[src/hdl/tile_glyph_row_blitter_macros.svh]
// ----------------------------------------------------------------------------
// Glyph row blitter assertion macros
// Concurrent assertion wrappers, compiled out for synthesis.
// ----------------------------------------------------------------------------
`ifndef TILE_GLYPH_ROW_BLITTER_MACROS_SVH
`define TILE_GLYPH_ROW_BLITTER_MACROS_SVH

`ifndef SYNTHESIS
// Condition holds at every edge out of reset
`define TGRB_ASSERT_HOLDS(label, clk, rst_n, cond, msg) \
    label: assert property (@(posedge clk) disable iff (!rst_n) (cond)) else $error(msg);
// Antecedent implies consequent in the same cycle
`define TGRB_ASSERT_IMPL(label, clk, rst_n, ante, cons, msg) \
    label: assert property (@(posedge clk) disable iff (!rst_n) (ante) |-> (cons)) else $error(msg);
// Antecedent implies consequent in the next cycle
`define TGRB_ASSERT_NEXT(label, clk, rst_n, ante, cons, msg) \
    label: assert property (@(posedge clk) disable iff (!rst_n) (ante) |=> (cons)) else $error(msg);
`else
`define TGRB_ASSERT_HOLDS(label, clk, rst_n, cond, msg)
`define TGRB_ASSERT_IMPL(label, clk, rst_n, ante, cons, msg)
`define TGRB_ASSERT_NEXT(label, clk, rst_n, ante, cons, msg)
`endif

`endif

[src/hdl/tgrb_pkg.sv]
// ----------------------------------------------------------------------------
// Glyph row blitter package
// Shared widths, register indexes, span job type and a helper function.
// ----------------------------------------------------------------------------
package tgrb_pkg;

    // Defaults for the top level parameters
    localparam int FRAME_WIDTH_DEF     = 1024;
    localparam int FRAME_HEIGHT_DEF    = 1024;
    localparam int GLYPH_WIDTH_DEF     = 8;
    localparam int MAX_PIXEL_SCALE_DEF = 8;

    // Fixed geometry
    localparam int GLYPH_MAX   = 8;
    localparam int GLYPH_ROWS  = 8;
    localparam int PIX_W       = 3;
    localparam int QUEUE_DEPTH = 4;

    // Field widths
    localparam int BITS_W   = 8;
    localparam int ROWIDX_W = 3;
    localparam int TILE_W   = 13;
    localparam int SCALE_W  = 4;
    localparam int COLOR_W  = 32;
    localparam int ADDR_W   = 20;
    localparam int LEN_W    = 4;
    localparam int CFG_W    = 11;
    localparam int CFG_IDX_W = 2;
    localparam int COL_W    = CFG_W;
    localparam int ROW_W    = CFG_W;
    localparam int XSC_W    = 7;
    localparam int EXT_W    = 13;
    localparam int POS_W    = 22;

    // Configuration register indexes
    localparam logic [CFG_IDX_W-1:0] REG_CLIP_LEFT   = 2'd0;
    localparam logic [CFG_IDX_W-1:0] REG_CLIP_TOP    = 2'd1;
    localparam logic [CFG_IDX_W-1:0] REG_CLIP_RIGHT  = 2'd2;
    localparam logic [CFG_IDX_W-1:0] REG_CLIP_BOTTOM = 2'd3;

    localparam logic [CFG_W-1:0] CLIP_RIGHT_RST  = 11'd1024;
    localparam logic [CFG_W-1:0] CLIP_BOTTOM_RST = 11'd1024;

    // One classified glyph row: visible pixels and the sub-rows to draw
    typedef struct packed {
        logic [GLYPH_MAX-1:0]            vis;
        logic [GLYPH_MAX-1:0]            on;
        logic [GLYPH_MAX-1:0][COL_W-1:0] x0;
        logic [GLYPH_MAX-1:0][LEN_W-1:0] len;
        logic [SCALE_W-1:0]              rows;
        logic [ADDR_W-1:0]               row_base;
        logic [COLOR_W-1:0]              fg;
        logic [COLOR_W-1:0]              bg;
    } span_job_t;

    // Index of the leftmost pixel still pending
    function automatic logic [PIX_W-1:0] first_set(input logic [GLYPH_MAX-1:0] m);
        logic [PIX_W-1:0] idx;
        idx = '0;
        for (int i = GLYPH_MAX - 1; i >= 0; i--)
        begin
            if (m[i])
            begin
                idx = PIX_W'(i);
            end
        end
        return idx;
    endfunction

endpackage

[src/hdl/tgrb_if.sv]
// ----------------------------------------------------------------------------
// Glyph row blitter channels
// Valid/ready channels for glyph rows in and frame buffer spans out.
// ----------------------------------------------------------------------------
interface tgrb_in_if import tgrb_pkg::*; ();
    logic                       valid;
    logic                       ready;
    logic [BITS_W-1:0]          row_bits;
    logic [ROWIDX_W-1:0]        row_index;
    logic signed [TILE_W-1:0]   tile_x;
    logic signed [TILE_W-1:0]   tile_y;
    logic                       grid;
    logic                       transparent;
    logic [SCALE_W-1:0]         pixel_width;
    logic [SCALE_W-1:0]         pixel_height;
    logic [COLOR_W-1:0]         fg_color;
    logic [COLOR_W-1:0]         bg_color;

    modport source (
        output valid, row_bits, row_index, tile_x, tile_y, grid, transparent,
               pixel_width, pixel_height, fg_color, bg_color,
        input  ready
    );
    modport sink (
        input  valid, row_bits, row_index, tile_x, tile_y, grid, transparent,
               pixel_width, pixel_height, fg_color, bg_color,
        output ready
    );
endinterface

interface tgrb_out_if import tgrb_pkg::*; ();
    logic               valid;
    logic               ready;
    logic [ADDR_W-1:0]  write_address;
    logic [LEN_W-1:0]   span_length;
    logic [COLOR_W-1:0] color;
    logic               last;

    modport source (
        output valid, write_address, span_length, color, last,
        input  ready
    );
    modport sink (
        input  valid, write_address, span_length, color, last,
        output ready
    );
endinterface

[src/hdl/tgrb_front.sv]
// ----------------------------------------------------------------------------
// Glyph row blitter front end
// Holds the clip registers, takes glyph rows and classifies them over four
// stages into span jobs; rows that draw nothing are dropped here.
// ----------------------------------------------------------------------------
module tgrb_front import tgrb_pkg::*; #(
    parameter int FRAME_WIDTH     = FRAME_WIDTH_DEF,
    parameter int FRAME_HEIGHT    = FRAME_HEIGHT_DEF,
    parameter int GLYPH_WIDTH     = GLYPH_WIDTH_DEF,
    parameter int MAX_PIXEL_SCALE = MAX_PIXEL_SCALE_DEF
) (
    input  logic                 clk,
    input  logic                 rst_n,
    input  logic                 cfg_we,
    input  logic [CFG_IDX_W-1:0] cfg_index,
    input  logic [CFG_W-1:0]     cfg_data,
    tgrb_in_if.sink              glyph,
    output span_job_t            job,
    output logic                 job_valid,
    input  logic                 job_full
);

    localparam logic [SCALE_W-1:0] MAX_SCALE = SCALE_W'(MAX_PIXEL_SCALE);

    // Clip registers
    logic [CFG_W-1:0] clip_left_reg, clip_top_reg, clip_right_reg, clip_bottom_reg;
    logic [CFG_W-1:0] right_eff, bottom_eff;
    logic signed [POS_W-1:0] left_w, top_w, right_w, bottom_w;

    // Stage handshake
    logic s1_valid_reg, s2_valid_reg, s3_valid_reg, s4_valid_reg;
    logic en1, en2, en3, en4;

    // Stage 1
    logic [SCALE_W-1:0]      pw_sat, ph_sat;
    logic [XSC_W-1:0]        xs, ys;
    logic signed [POS_W-1:0] xprod_next, yprod_next;
    logic [GLYPH_MAX-1:0]    on_next, draw_next;
    logic signed [POS_W-1:0] s1_xprod_reg, s1_yprod_reg;
    logic [SCALE_W-1:0]      s1_pw_reg, s1_ph_reg;
    logic [GLYPH_MAX-1:0]    s1_on_reg, s1_draw_reg;
    logic [COLOR_W-1:0]      s1_fg_reg, s1_bg_reg;

    // Stage 2
    logic signed [POS_W-1:0] base, neg_y, dist_y, y_next;
    logic signed [POS_W-1:0] ph_w;
    logic signed [POS_W-1:0] p_next [GLYPH_WIDTH+1];
    logic [SCALE_W-1:0]      sy_first_next, sy_end_next;
    logic signed [POS_W-1:0] s2_p_reg [GLYPH_WIDTH+1];
    logic signed [POS_W-1:0] s2_y_reg;
    logic [SCALE_W-1:0]      s2_sy_first_reg, s2_sy_end_reg;
    logic [GLYPH_MAX-1:0]    s2_on_reg, s2_draw_reg;
    logic [COLOR_W-1:0]      s2_fg_reg, s2_bg_reg;

    // Stage 3
    span_job_t               job3_next;
    logic [ROW_W-1:0]        py_next;
    logic                    keep_next;
    logic signed [POS_W-1:0] lo, hi;
    span_job_t               s3_job_reg;
    logic [ROW_W-1:0]        s3_py_reg;
    logic                    s3_keep_reg;

    // Stage 4
    span_job_t               job4_next;
    span_job_t               s4_job_reg;

    // Write clip registers
    always_ff @(posedge clk or negedge rst_n)
    begin
        if (!rst_n)
        begin
            clip_left_reg   <= '0;
            clip_top_reg    <= '0;
            clip_right_reg  <= CLIP_RIGHT_RST;
            clip_bottom_reg <= CLIP_BOTTOM_RST;
        end
        else if (cfg_we)
        begin
            case (cfg_index)
                REG_CLIP_LEFT:   clip_left_reg   <= cfg_data;
                REG_CLIP_TOP:    clip_top_reg    <= cfg_data;
                REG_CLIP_RIGHT:  clip_right_reg  <= cfg_data;
                REG_CLIP_BOTTOM: clip_bottom_reg <= cfg_data;
                default: ;
            endcase
        end
    end

    // Limit the clip box to the frame
    always_comb
    begin
        right_eff  = (EXT_W'(clip_right_reg) > EXT_W'(FRAME_WIDTH)) ?
                     CFG_W'(FRAME_WIDTH) : clip_right_reg;
        bottom_eff = (EXT_W'(clip_bottom_reg) > EXT_W'(FRAME_HEIGHT)) ?
                     CFG_W'(FRAME_HEIGHT) : clip_bottom_reg;
        left_w     = $signed(POS_W'(clip_left_reg));
        top_w      = $signed(POS_W'(clip_top_reg));
        right_w    = $signed(POS_W'(right_eff));
        bottom_w   = $signed(POS_W'(bottom_eff));
    end

    // Advance a stage when it is empty or the next one moves
    assign en4         = !s4_valid_reg || !job_full;
    assign en3         = !s3_valid_reg || en4;
    assign en2         = !s2_valid_reg || en3;
    assign en1         = !s1_valid_reg || en2;
    assign glyph.ready = en1;

    always_ff @(posedge clk or negedge rst_n)
    begin
        if (!rst_n)
        begin
            s1_valid_reg <= 1'b0;
            s2_valid_reg <= 1'b0;
            s3_valid_reg <= 1'b0;
            s4_valid_reg <= 1'b0;
        end
        else
        begin
            if (en1)
            begin
                s1_valid_reg <= glyph.valid;
            end
            if (en2)
            begin
                s2_valid_reg <= s1_valid_reg;
            end
            if (en3)
            begin
                s3_valid_reg <= s2_valid_reg;
            end
            if (en4)
            begin
                s4_valid_reg <= s3_valid_reg && s3_keep_reg;
            end
        end
    end

    // Stage 1: saturate scales, form the scaled tile origin
    always_comb
    begin
        pw_sat = (glyph.pixel_width > MAX_SCALE) ? MAX_SCALE : glyph.pixel_width;
        ph_sat = (glyph.pixel_height > MAX_SCALE) ? MAX_SCALE : glyph.pixel_height;
        xs = glyph.grid ? XSC_W'(pw_sat) * XSC_W'(GLYPH_WIDTH) : XSC_W'(pw_sat);
        ys = glyph.grid ? XSC_W'(ph_sat) * XSC_W'(GLYPH_ROWS) : XSC_W'(ph_sat);
        xprod_next = POS_W'(glyph.tile_x) * $signed(POS_W'(xs));
        yprod_next = POS_W'(glyph.tile_y) * $signed(POS_W'(ys))
                   + $signed(POS_W'(glyph.row_index)) * $signed(POS_W'(ph_sat));
        on_next   = '0;
        draw_next = '0;
        for (int i = 0; i < GLYPH_WIDTH; i++)
        begin
            on_next[i]   = glyph.row_bits[GLYPH_WIDTH-1-i];
            draw_next[i] = glyph.row_bits[GLYPH_WIDTH-1-i] || !glyph.transparent;
        end
    end

    always_ff @(posedge clk)
    begin
        if (en1)
        begin
            s1_xprod_reg <= xprod_next;
            s1_yprod_reg <= yprod_next;
            s1_pw_reg    <= pw_sat;
            s1_ph_reg    <= ph_sat;
            s1_on_reg    <= on_next;
            s1_draw_reg  <= draw_next;
            s1_fg_reg    <= glyph.fg_color;
            s1_bg_reg    <= glyph.bg_color;
        end
    end

    // Stage 2: pixel edges and the range of sub-rows inside the clip box
    always_comb
    begin
        base = s1_xprod_reg + left_w;
        for (int k = 0; k <= GLYPH_WIDTH; k++)
        begin
            p_next[k] = base + $signed(POS_W'(k)) * $signed(POS_W'(s1_pw_reg));
        end
        ph_w   = $signed(POS_W'(s1_ph_reg));
        y_next = s1_yprod_reg + top_w;
        neg_y  = -s1_yprod_reg;
        dist_y = bottom_w - y_next;
        if (s1_yprod_reg >= 0)
        begin
            sy_first_next = '0;
        end
        else if (neg_y >= ph_w)
        begin
            sy_first_next = s1_ph_reg;
        end
        else
        begin
            sy_first_next = neg_y[SCALE_W-1:0];
        end
        if (dist_y <= 0)
        begin
            sy_end_next = '0;
        end
        else if (dist_y >= ph_w)
        begin
            sy_end_next = s1_ph_reg;
        end
        else
        begin
            sy_end_next = dist_y[SCALE_W-1:0];
        end
    end

    always_ff @(posedge clk)
    begin
        if (en2)
        begin
            s2_p_reg        <= p_next;
            s2_y_reg        <= y_next;
            s2_sy_first_reg <= sy_first_next;
            s2_sy_end_reg   <= sy_end_next;
            s2_on_reg       <= s1_on_reg;
            s2_draw_reg     <= s1_draw_reg;
            s2_fg_reg       <= s1_fg_reg;
            s2_bg_reg       <= s1_bg_reg;
        end
    end

    // Stage 3: clip each pixel, keep rows that draw something
    always_comb
    begin
        job3_next          = '0;
        job3_next.on       = s2_on_reg;
        job3_next.fg       = s2_fg_reg;
        job3_next.bg       = s2_bg_reg;
        job3_next.rows     = s2_sy_end_reg - s2_sy_first_reg;
        lo                 = '0;
        hi                 = '0;
        for (int i = 0; i < GLYPH_WIDTH; i++)
        begin
            lo = (s2_p_reg[i] < left_w) ? left_w : s2_p_reg[i];
            hi = (s2_p_reg[i+1] > right_w) ? right_w : s2_p_reg[i+1];
            job3_next.vis[i] = s2_draw_reg[i] && (lo < hi);
            job3_next.x0[i]  = COL_W'(lo);
            job3_next.len[i] = LEN_W'(hi - lo);
        end
        py_next   = ROW_W'(s2_y_reg + $signed(POS_W'(s2_sy_first_reg)));
        keep_next = (s2_sy_end_reg > s2_sy_first_reg) && (|job3_next.vis);
    end

    always_ff @(posedge clk)
    begin
        if (en3)
        begin
            s3_job_reg  <= job3_next;
            s3_py_reg   <= py_next;
            s3_keep_reg <= keep_next;
        end
    end

    // Stage 4: frame address of the first visible sub-row
    always_comb
    begin
        job4_next          = s3_job_reg;
        job4_next.row_base = ADDR_W'(s3_py_reg) * ADDR_W'(FRAME_WIDTH);
    end

    always_ff @(posedge clk)
    begin
        if (en4)
        begin
            s4_job_reg <= job4_next;
        end
    end

    assign job       = s4_job_reg;
    assign job_valid = s4_valid_reg;

endmodule

[src/hdl/tgrb_queue.sv]
// ----------------------------------------------------------------------------
// Glyph row blitter job queue
// Short first-in first-out store of span jobs between front and back end.
// ----------------------------------------------------------------------------
module tgrb_queue import tgrb_pkg::*; (
    input  logic      clk,
    input  logic      rst_n,
    input  logic      push_valid,
    input  span_job_t push_data,
    output logic      full,
    input  logic      pop,
    output span_job_t head,
    output logic      empty
);

    localparam int PTR_W = $clog2(QUEUE_DEPTH);
    localparam int CNT_W = $clog2(QUEUE_DEPTH + 1);
    localparam logic [PTR_W-1:0] LAST_SLOT = PTR_W'(QUEUE_DEPTH - 1);

    span_job_t        mem [QUEUE_DEPTH];
    logic [PTR_W-1:0] wr_ptr_reg, rd_ptr_reg;
    logic [CNT_W-1:0] count_reg;
    logic             push, pull;

    assign full  = (count_reg == CNT_W'(QUEUE_DEPTH));
    assign empty = (count_reg == '0);
    assign push  = push_valid && !full;
    assign pull  = pop && !empty;
    assign head  = mem[rd_ptr_reg];

    // Store a job on push
    always_ff @(posedge clk)
    begin
        if (push)
        begin
            mem[wr_ptr_reg] <= push_data;
        end
    end

    // Advance pointers and track fill
    always_ff @(posedge clk or negedge rst_n)
    begin
        if (!rst_n)
        begin
            wr_ptr_reg <= '0;
            rd_ptr_reg <= '0;
            count_reg  <= '0;
        end
        else
        begin
            if (push)
            begin
                wr_ptr_reg <= (wr_ptr_reg == LAST_SLOT) ? '0 : wr_ptr_reg + 1'b1;
            end
            if (pull)
            begin
                rd_ptr_reg <= (rd_ptr_reg == LAST_SLOT) ? '0 : rd_ptr_reg + 1'b1;
            end
            if (push && !pull)
            begin
                count_reg <= count_reg + 1'b1;
            end
            else if (pull && !push)
            begin
                count_reg <= count_reg - 1'b1;
            end
        end
    end

endmodule

[src/hdl/tgrb_back.sv]
// ----------------------------------------------------------------------------
// Glyph row blitter back end
// Walks the visible pixels of a job and their sub-rows, one span per cycle
// unless the output stalls, into a registered output stage.
// ----------------------------------------------------------------------------
`include "tile_glyph_row_blitter_macros.svh"

module tgrb_back import tgrb_pkg::*; #(
    parameter int FRAME_WIDTH = FRAME_WIDTH_DEF
) (
    input  logic      clk,
    input  logic      rst_n,
    input  span_job_t head,
    input  logic      q_empty,
    output logic      pop,
    tgrb_out_if.source span
);

    localparam logic [ADDR_W-1:0] ROW_STEP = ADDR_W'(FRAME_WIDTH);

    span_job_t            cur_job_reg;
    logic                 active_reg;
    logic [GLYPH_MAX-1:0] mask_reg;
    logic [SCALE_W-1:0]   rows_left_reg;
    logic [ADDR_W-1:0]    row_addr_reg;

    logic                 out_valid_reg;
    logic [ADDR_W-1:0]    out_addr_reg;
    logic [LEN_W-1:0]     out_len_reg;
    logic [COLOR_W-1:0]   out_color_reg;
    logic                 out_last_reg;

    logic [PIX_W-1:0]     cur;
    logic [GLYPH_MAX-1:0] mask_after;
    logic                 row_done, last_span, adv, emit, finishing, load;

    // Pick the pending pixel and see whether this span closes the job
    always_comb
    begin
        cur        = first_set(mask_reg);
        mask_after = mask_reg & ~(GLYPH_MAX'(1) << cur);
        row_done   = (rows_left_reg == SCALE_W'(1));
        last_span  = row_done && (mask_after == '0);
        adv        = !out_valid_reg || span.ready;
        emit       = active_reg && adv;
        finishing  = emit && last_span;
        load       = !q_empty && (!active_reg || finishing);
    end

    assign pop = load;

    // Step through sub-rows, then pixels; take the next job on the last span
    always_ff @(posedge clk or negedge rst_n)
    begin
        if (!rst_n)
        begin
            active_reg    <= 1'b0;
            mask_reg      <= '0;
            rows_left_reg <= '0;
        end
        else if (load)
        begin
            active_reg    <= 1'b1;
            mask_reg      <= head.vis;
            rows_left_reg <= head.rows;
        end
        else if (emit)
        begin
            if (row_done)
            begin
                mask_reg      <= mask_after;
                rows_left_reg <= cur_job_reg.rows;
                if (mask_after == '0)
                begin
                    active_reg <= 1'b0;
                end
            end
            else
            begin
                rows_left_reg <= rows_left_reg - 1'b1;
            end
        end
    end

    // Hold the job payload and the running row address
    always_ff @(posedge clk)
    begin
        if (load)
        begin
            cur_job_reg  <= head;
            row_addr_reg <= head.row_base;
        end
        else if (emit)
        begin
            row_addr_reg <= row_done ? cur_job_reg.row_base : row_addr_reg + ROW_STEP;
        end
    end

    // Output stage valid
    always_ff @(posedge clk or negedge rst_n)
    begin
        if (!rst_n)
        begin
            out_valid_reg <= 1'b0;
        end
        else if (emit)
        begin
            out_valid_reg <= 1'b1;
        end
        else if (span.ready)
        begin
            out_valid_reg <= 1'b0;
        end
    end

    // Output stage payload
    always_ff @(posedge clk)
    begin
        if (emit)
        begin
            out_addr_reg  <= row_addr_reg + ADDR_W'(cur_job_reg.x0[cur]);
            out_len_reg   <= cur_job_reg.len[cur];
            out_color_reg <= cur_job_reg.on[cur] ? cur_job_reg.fg : cur_job_reg.bg;
            out_last_reg  <= last_span;
        end
    end

    assign span.valid         = out_valid_reg;
    assign span.write_address = out_addr_reg;
    assign span.span_length   = out_len_reg;
    assign span.color         = out_color_reg;
    assign span.last          = out_last_reg;

    // An active job always has a pixel and a sub-row left
    `TGRB_ASSERT_HOLDS(a_active_mask, clk, rst_n, !active_reg || (mask_reg != '0), "active job with no pixel left")
    `TGRB_ASSERT_HOLDS(a_active_rows, clk, rst_n, !active_reg || (rows_left_reg != '0), "active job with no sub-row left")
    // Closing a job with nothing queued leaves the back end idle
    `TGRB_ASSERT_NEXT(a_finish_idle, clk, rst_n, finishing && q_empty, !active_reg, "back end busy after last span")

endmodule

[src/hdl/tile_glyph_row_blitter.sv]
// ----------------------------------------------------------------------------
// Tile glyph row blitter
// Turns glyph rows into clipped frame buffer spans.
// ----------------------------------------------------------------------------
// Each accepted glyph row produces one span per visible glyph pixel per
// visible scaled sub-row, pixels left to right and sub-rows top to bottom
// within a pixel, with last set on the final span of the row. The back end
// issues one span per clock unless the output stalls, up to GLYPH_WIDTH x
// MAX_PIXEL_SCALE = 64 per row; this span issue loop sets the sustained rate.
// The front end classifies one row per clock unless the queue is full, over
// four register stages, and drops rows that draw nothing; a four-entry job
// queue lets it keep taking rows while the back end is busy or a finished span
// waits in the output register. Clip registers must be written through
// cfg_we/cfg_index/cfg_data only while the block is idle; it is not enforced.
// ----------------------------------------------------------------------------
module tile_glyph_row_blitter import tgrb_pkg::*; #(
    parameter int FRAME_WIDTH     = FRAME_WIDTH_DEF,
    parameter int FRAME_HEIGHT    = FRAME_HEIGHT_DEF,
    parameter int GLYPH_WIDTH     = GLYPH_WIDTH_DEF,
    parameter int MAX_PIXEL_SCALE = MAX_PIXEL_SCALE_DEF
) (
    input  logic                 clk,
    input  logic                 rst_n,
    input  logic                 cfg_we,
    input  logic [CFG_IDX_W-1:0] cfg_index,
    input  logic [CFG_W-1:0]     cfg_data,
    tgrb_in_if.sink              glyph,
    tgrb_out_if.source           span
);

    span_job_t job, head;
    logic      job_valid, job_full, pop, q_empty;

    tgrb_front #(
        .FRAME_WIDTH     (FRAME_WIDTH),
        .FRAME_HEIGHT    (FRAME_HEIGHT),
        .GLYPH_WIDTH     (GLYPH_WIDTH),
        .MAX_PIXEL_SCALE (MAX_PIXEL_SCALE)
    ) u_front (
        .clk       (clk),
        .rst_n     (rst_n),
        .cfg_we    (cfg_we),
        .cfg_index (cfg_index),
        .cfg_data  (cfg_data),
        .glyph     (glyph),
        .job       (job),
        .job_valid (job_valid),
        .job_full  (job_full)
    );

    tgrb_queue u_queue (
        .clk        (clk),
        .rst_n      (rst_n),
        .push_valid (job_valid),
        .push_data  (job),
        .full       (job_full),
        .pop        (pop),
        .head       (head),
        .empty      (q_empty)
    );

    tgrb_back #(
        .FRAME_WIDTH (FRAME_WIDTH)
    ) u_back (
        .clk     (clk),
        .rst_n   (rst_n),
        .head    (head),
        .q_empty (q_empty),
        .pop     (pop),
        .span    (span)
    );

endmodule
[src/flat_wrapper.sv]
// flat-port wrapper written by rule: the top's interface ports become plain ports
module tile_glyph_row_blitter_flat import tgrb_pkg::*;
#(
    parameter int FRAME_WIDTH     = FRAME_WIDTH_DEF,
    parameter int FRAME_HEIGHT    = FRAME_HEIGHT_DEF,
    parameter int GLYPH_WIDTH     = GLYPH_WIDTH_DEF,
    parameter int MAX_PIXEL_SCALE = MAX_PIXEL_SCALE_DEF
)
  (clk, rst_n, cfg_we, cfg_index, cfg_data, glyph_valid, glyph_row_bits, glyph_row_index, glyph_tile_x, glyph_tile_y, glyph_grid, glyph_transparent, glyph_pixel_width, glyph_pixel_height, glyph_fg_color, glyph_bg_color, glyph_ready, span_valid, span_write_address, span_span_length, span_color, span_last, span_ready);
  tgrb_in_if glyph_i ();
  tgrb_out_if span_i ();
  input  logic clk;
  input  logic rst_n;
  input  logic cfg_we;
  input  logic [CFG_IDX_W-1:0] cfg_index;
  input  logic [CFG_W-1:0] cfg_data;
  input wire logic [$bits(glyph_i.valid)-1:0] glyph_valid;
  input wire logic [$bits(glyph_i.row_bits)-1:0] glyph_row_bits;
  input wire logic [$bits(glyph_i.row_index)-1:0] glyph_row_index;
  input wire logic [$bits(glyph_i.tile_x)-1:0] glyph_tile_x;
  input wire logic [$bits(glyph_i.tile_y)-1:0] glyph_tile_y;
  input wire logic [$bits(glyph_i.grid)-1:0] glyph_grid;
  input wire logic [$bits(glyph_i.transparent)-1:0] glyph_transparent;
  input wire logic [$bits(glyph_i.pixel_width)-1:0] glyph_pixel_width;
  input wire logic [$bits(glyph_i.pixel_height)-1:0] glyph_pixel_height;
  input wire logic [$bits(glyph_i.fg_color)-1:0] glyph_fg_color;
  input wire logic [$bits(glyph_i.bg_color)-1:0] glyph_bg_color;
  output wire logic [$bits(glyph_i.ready)-1:0] glyph_ready;
  output wire logic [$bits(span_i.valid)-1:0] span_valid;
  output wire logic [$bits(span_i.write_address)-1:0] span_write_address;
  output wire logic [$bits(span_i.span_length)-1:0] span_span_length;
  output wire logic [$bits(span_i.color)-1:0] span_color;
  output wire logic [$bits(span_i.last)-1:0] span_last;
  input wire logic [$bits(span_i.ready)-1:0] span_ready;
  assign glyph_i.valid = glyph_valid;
  assign glyph_i.row_bits = glyph_row_bits;
  assign glyph_i.row_index = glyph_row_index;
  assign glyph_i.tile_x = glyph_tile_x;
  assign glyph_i.tile_y = glyph_tile_y;
  assign glyph_i.grid = glyph_grid;
  assign glyph_i.transparent = glyph_transparent;
  assign glyph_i.pixel_width = glyph_pixel_width;
  assign glyph_i.pixel_height = glyph_pixel_height;
  assign glyph_i.fg_color = glyph_fg_color;
  assign glyph_i.bg_color = glyph_bg_color;
  assign glyph_ready = glyph_i.ready;
  assign span_valid = span_i.valid;
  assign span_write_address = span_i.write_address;
  assign span_span_length = span_i.span_length;
  assign span_color = span_i.color;
  assign span_last = span_i.last;
  assign span_i.ready = span_ready;
  tile_glyph_row_blitter #(.FRAME_WIDTH(FRAME_WIDTH), .FRAME_HEIGHT(FRAME_HEIGHT), .GLYPH_WIDTH(GLYPH_WIDTH), .MAX_PIXEL_SCALE(MAX_PIXEL_SCALE)) u_core (.clk(clk), .rst_n(rst_n), .cfg_we(cfg_we), .cfg_index(cfg_index), .cfg_data(cfg_data), .glyph(glyph_i), .span(span_i));
endmodule
[config.mk]
export PLATFORM = sky130hd
export DESIGN_NAME = tile_glyph_row_blitter_flat
export DESIGN_NICKNAME = d
export VERILOG_FILES = /design/src/hdl/tgrb_pkg.sv /design/src/hdl/tgrb_if.sv /design/src/hdl/tgrb_front.sv /design/src/hdl/tgrb_queue.sv /design/src/hdl/tgrb_back.sv /design/src/hdl/tile_glyph_row_blitter.sv /design/src/flat_wrapper.sv
export VERILOG_INCLUDE_DIRS = /design/src /design/src/hdl
export SDC_FILE = /design/constraint.sdc
export NUM_CORES = 2
export LEC_CHECK = 0
export BUFFER_PORTS_ARGS = -buffer_cell sky130_fd_sc_hd__buf_2
export CAP_MARGIN = 5
export CORE_UTILIZATION = 50
export DETAILED_ROUTE_END_ITERATION = 8
export HOLD_SLACK_MARGIN = 0.08
export PLACE_DENSITY = 0.66
export SETUP_SLACK_MARGIN = 0.05
export SLEW_MARGIN = 30
export SYNTH_ARGS = -nofsm -noshare
export SYNTH_HDL_FRONTEND = slang
export SYNTH_HIERARCHICAL = 1
export SYNTH_SLANG_ARGS = --single-unit
[constraint.sdc]
create_clock -name clk -period 15.25 [get_ports clk]
set_input_delay 0 -clock clk [delete_from_list [all_inputs] [get_ports clk]]
set_output_delay 0 -clock clk [all_outputs]
set_load 0.01 [all_outputs]
==> results.json <==
{
  "routed_wl_um": 238000,
  "dp_cells": 9094,
  "synth-main-ff-cell": "edfxtp_1",
  "cts_root_buf": "clkbuf_16",
  "final_common_cell": "edfxtp_1",
  "syn_to_final_growth_pct": 13.2,
  "antenna_found_initial": 5,
  "vias": 55400,
  "syn-instance-count": 6378,
  "async_flop_share": 0.0328,
  "ctsHoldBuffers": 213,
  "dr.pass1.iters": 6,
  "timing.final.crit_share": 0.466,
  "cts_max_level": 4,
  "ys_seq_area_frac": 0.633,
  "final_cell_mix": "edfxtp_1, ha_1, inv_1, nand2_1, mux4_2",
  "cap_violations": 0,
  "fin_worst_skew_ns": 0.0708,
  "antennaDiodeCount": 0,
  "synth.avg_cell_area_um2": 15.5,
  "core_region_area_mm2": 0.197,
  "cts_tree": "yes",
  "powerDensity_mw_per_mm2": 205,
  "drt_iter0_drc": 4558,
  "nNetsFinal": 7765,
  "max_freq_mhz": 141,
  "slew_headroom": 0.326,
  "fp.dieW_um": 447,
  "grt_usage": 0.239,
  "cpPeakStageDelay_ns": 0.54,
  "postCtsSetupBuffers": 0,
  "io_pins": 188,
  "clk_path_buf_depth": 3,
  "post-dp-hpwl_um": 162000,
  "wl_per_cell_um": 24.5,
  "holdPathStages": 3,
  "clk_latency_ns": 0.86,
  "ys_types": 104,
  "setup_ws_ns": 8.14,
  "synth-edff-count": 2032,
  "place_ws_ns": 8.18,
  "grt_pass1_vias": 56600,
  "vias_per_cell": 5.71,
  "ant_nets": 0,
  "hold_end": "u_core/u_front/s1_draw_reg[0]",
  "r2r_cells": 28,
  "dieHeight_um": 447,
  "final-hold-violation-count": 0,
  "nFillCells": 15300,
  "fin_cells": 9687,
  "largest_reg_flops": 896,
  "worstReg2RegEnd": "u_core/u_front/s3_keep_reg",
  "path_clk_slew_ns": 0.07,
  "grt_max_degree": 143,
  "overflow": 0,
  "crit_arrival_ns": 7.68,
  "multi_input_area_mm2": 0.0339,
  "tightest_slew_ns": 1.01,
  "die_area_mm2": 0.200,
  "initial_core_util": 0.503,
  "critical_path_class": "flop to flop",
  "ir_worst_vdd_v": 0.000212,
  "drv_slew": 0,
  "ctsResizeCount": 0,
  "drc": 0,
  "rsz0062_at_grt": "false",
  "total_power_mw": 22.9,
  "leakage_nw": 42.2,
  "place_congestion": 0.912,
  "hp-start": "glyph_row_bits[7]",
  "fin_crit_ns": 7.11,
  "status": "completed",
  "seqCellArea_mm2": 0.0628,
  "cp_data_required_time_ns": 15.82,
  "cts_sinks": 2101,
  "crit_path_top_delay_cell": "nand2_1",
  "crit_path_start_kind": "flop",
  "ys_ff_latch": 2101,
  "syn_area_mm2": 0.0991,
  "crit_path_max_fanout": 24,
  "tns_ns": 0,
  "reg2reg_slack_ns": 8.14,
  "drive_gt1_frac": 0.151,
  "io_buffers": 187,
  "setup_viol_count_final": 0,
  "numCtsBuffers": 206,
  "cpMostUsedCell": "o21a_1",
  "reg2reg_from": "u_core/u_front/clip_right_reg[10]",
  "rows": 163,
  "grt_pass1_wl_um": 355000,
  "worstHoldPathType": "input port to flop",
  "cp-end-kind": "flop",
  "yosysWarningCount": 6
}
-- layout make-up --
cell class,count,share of cell area
sequential,2101,0.560
clock inverter,125,0.0105
tap,2640,0.0295
multi-input combinational,3627,0.302
inverter,434,0.0145
clock buffer,254,0.0480
timing repair buffer,506,0.0356
-- worst max path at each step --
| stage | startpoint | end | depth (start not counted) |
|---|---|---|---|
| after floorplan | u_core/u_queue/count_reg[0] | u_core/u_front/s1_bg_reg[0] | 4 |
| after global placement | glyph_pixel_height[3] | u_core/u_front/s1_yprod_reg[21] | 29 |
| after detailed placement | glyph_pixel_height[3] | u_core/u_front/s1_yprod_reg[21] | 29 |
| after CTS | u_core/u_front/clip_left_reg[1] | u_core/u_front/s3_keep_reg | 28 |
| after global routing | glyph_pixel_height[0] | u_core/u_front/s1_yprod_reg[20] | 29 |
| final | u_core/u_front/clip_right_reg[10] | u_core/u_front/s3_keep_reg | 28 |
-- per-stage QoR --
stage | hold WS [ns] | utilization | instance area [um2]
finish | 0.133 | 0.569 | 112000
floorplan | -0.296 | - | 99100
global placement | -0.0279 | 0.524 | 103000
CTS | 0.0875 | 0.569 | 112000
detailed placement | -0.0249 | 0.525 | 103000
global route | 0.120 | 0.569 | 112000
-- worst max-delay path: cells and delay by family (launching register included) --
kind / cells / cell delay [ns]
AOI/OAI and AO/OA: 19 / 3.53
adders and majority gates: 2 / 0.44
buffers and inverters: 3 / 1.27
DFF: 1 / 0.37
muxes: 1 / 0.42
and+or+nand+nor: 3 / 0.74
-- cell families after synthesis --
logic type,count (synthesis),share of synthesized area
compound gates,811,0.0559
xor+xnor,276,0.0250
fa+ha+maj,761,0.110
buf+inv,659,0.0273
flops,2101,0.633
mux,489,0.0799
other cells,1,0.0000378
simple gates,1280,0.0689
-- power breakdown --
group | internal (mW) | total, mW | switching [mW]
Clock | 2.77 | 4.92 | 2.15
Sequential | 8.51 | 9.65 | 1.14
Combinational | 3.31 | 8.37 | 5.05
Total | 14.6 | 22.9 | 8.35
-- Yosys cell counts, types with 9 or more instances --
library cell,count,share of area
a2111oi_0,41,0.0036
a211oi_1,24,0.0018
a21o_1,171,0.013
a21oi_1,177,0.0089
a311oi_1,9,0.00080
a31oi_1,9,0.00057
and2_1,80,0.0051
and3_1,93,0.0059
buf_1,14,0.00053
buf_2,46,0.0023
buf_4,13,0.00098
buf_6,17,0.0019
clkbuf_1,135,0.0051
dfrtp_1,67,0.017
edfxtp_1,2032,0.62
fa_1,180,0.036
ha_1,580,0.073
inv_1,427,0.016
mux2_1,10,0.0011
mux2_2,169,0.019
mux2i_1,86,0.0087
mux4_2,224,0.051
nand2_1,305,0.012
nand2b_1,54,0.0034
nand3_1,74,0.0037
nand3b_1,10,0.00076
nand4_1,60,0.0038
nor2_1,152,0.0058
nor2b_1,193,0.012
nor3_1,94,0.0047
nor4_1,56,0.0035
nor4b_1,21,0.0019
o211ai_1,11,0.00083
o21a_1,71,0.0054
o21ai_0,153,0.0077
o21bai_1,19,0.0014
o2bb2ai_1,11,0.00097
o311ai_0,10,0.00088
o31ai_1,9,0.00068
or2_2,24,0.0015
or3_1,16,0.0010
or4_1,19,0.0014
xnor2_1,206,0.018
xor2_1,65,0.0057
-- layer usage --
metal | wire length (um) | track usage | part of all wire | vias up
li1 | - | - | - | 25100
met1 | 101000 | 0.324 | 0.43 | 28300
met2 | 116000 | 0.398 | 0.49 | 1589
met3 | 13000 | 0.0325 | 0.055 | 361
met4 | 7280 | 0.0789 | 0.031 | 0
met5 | 0 | 0 | 0 | -
Note: power is estimated with default switching activity, not from simulation.
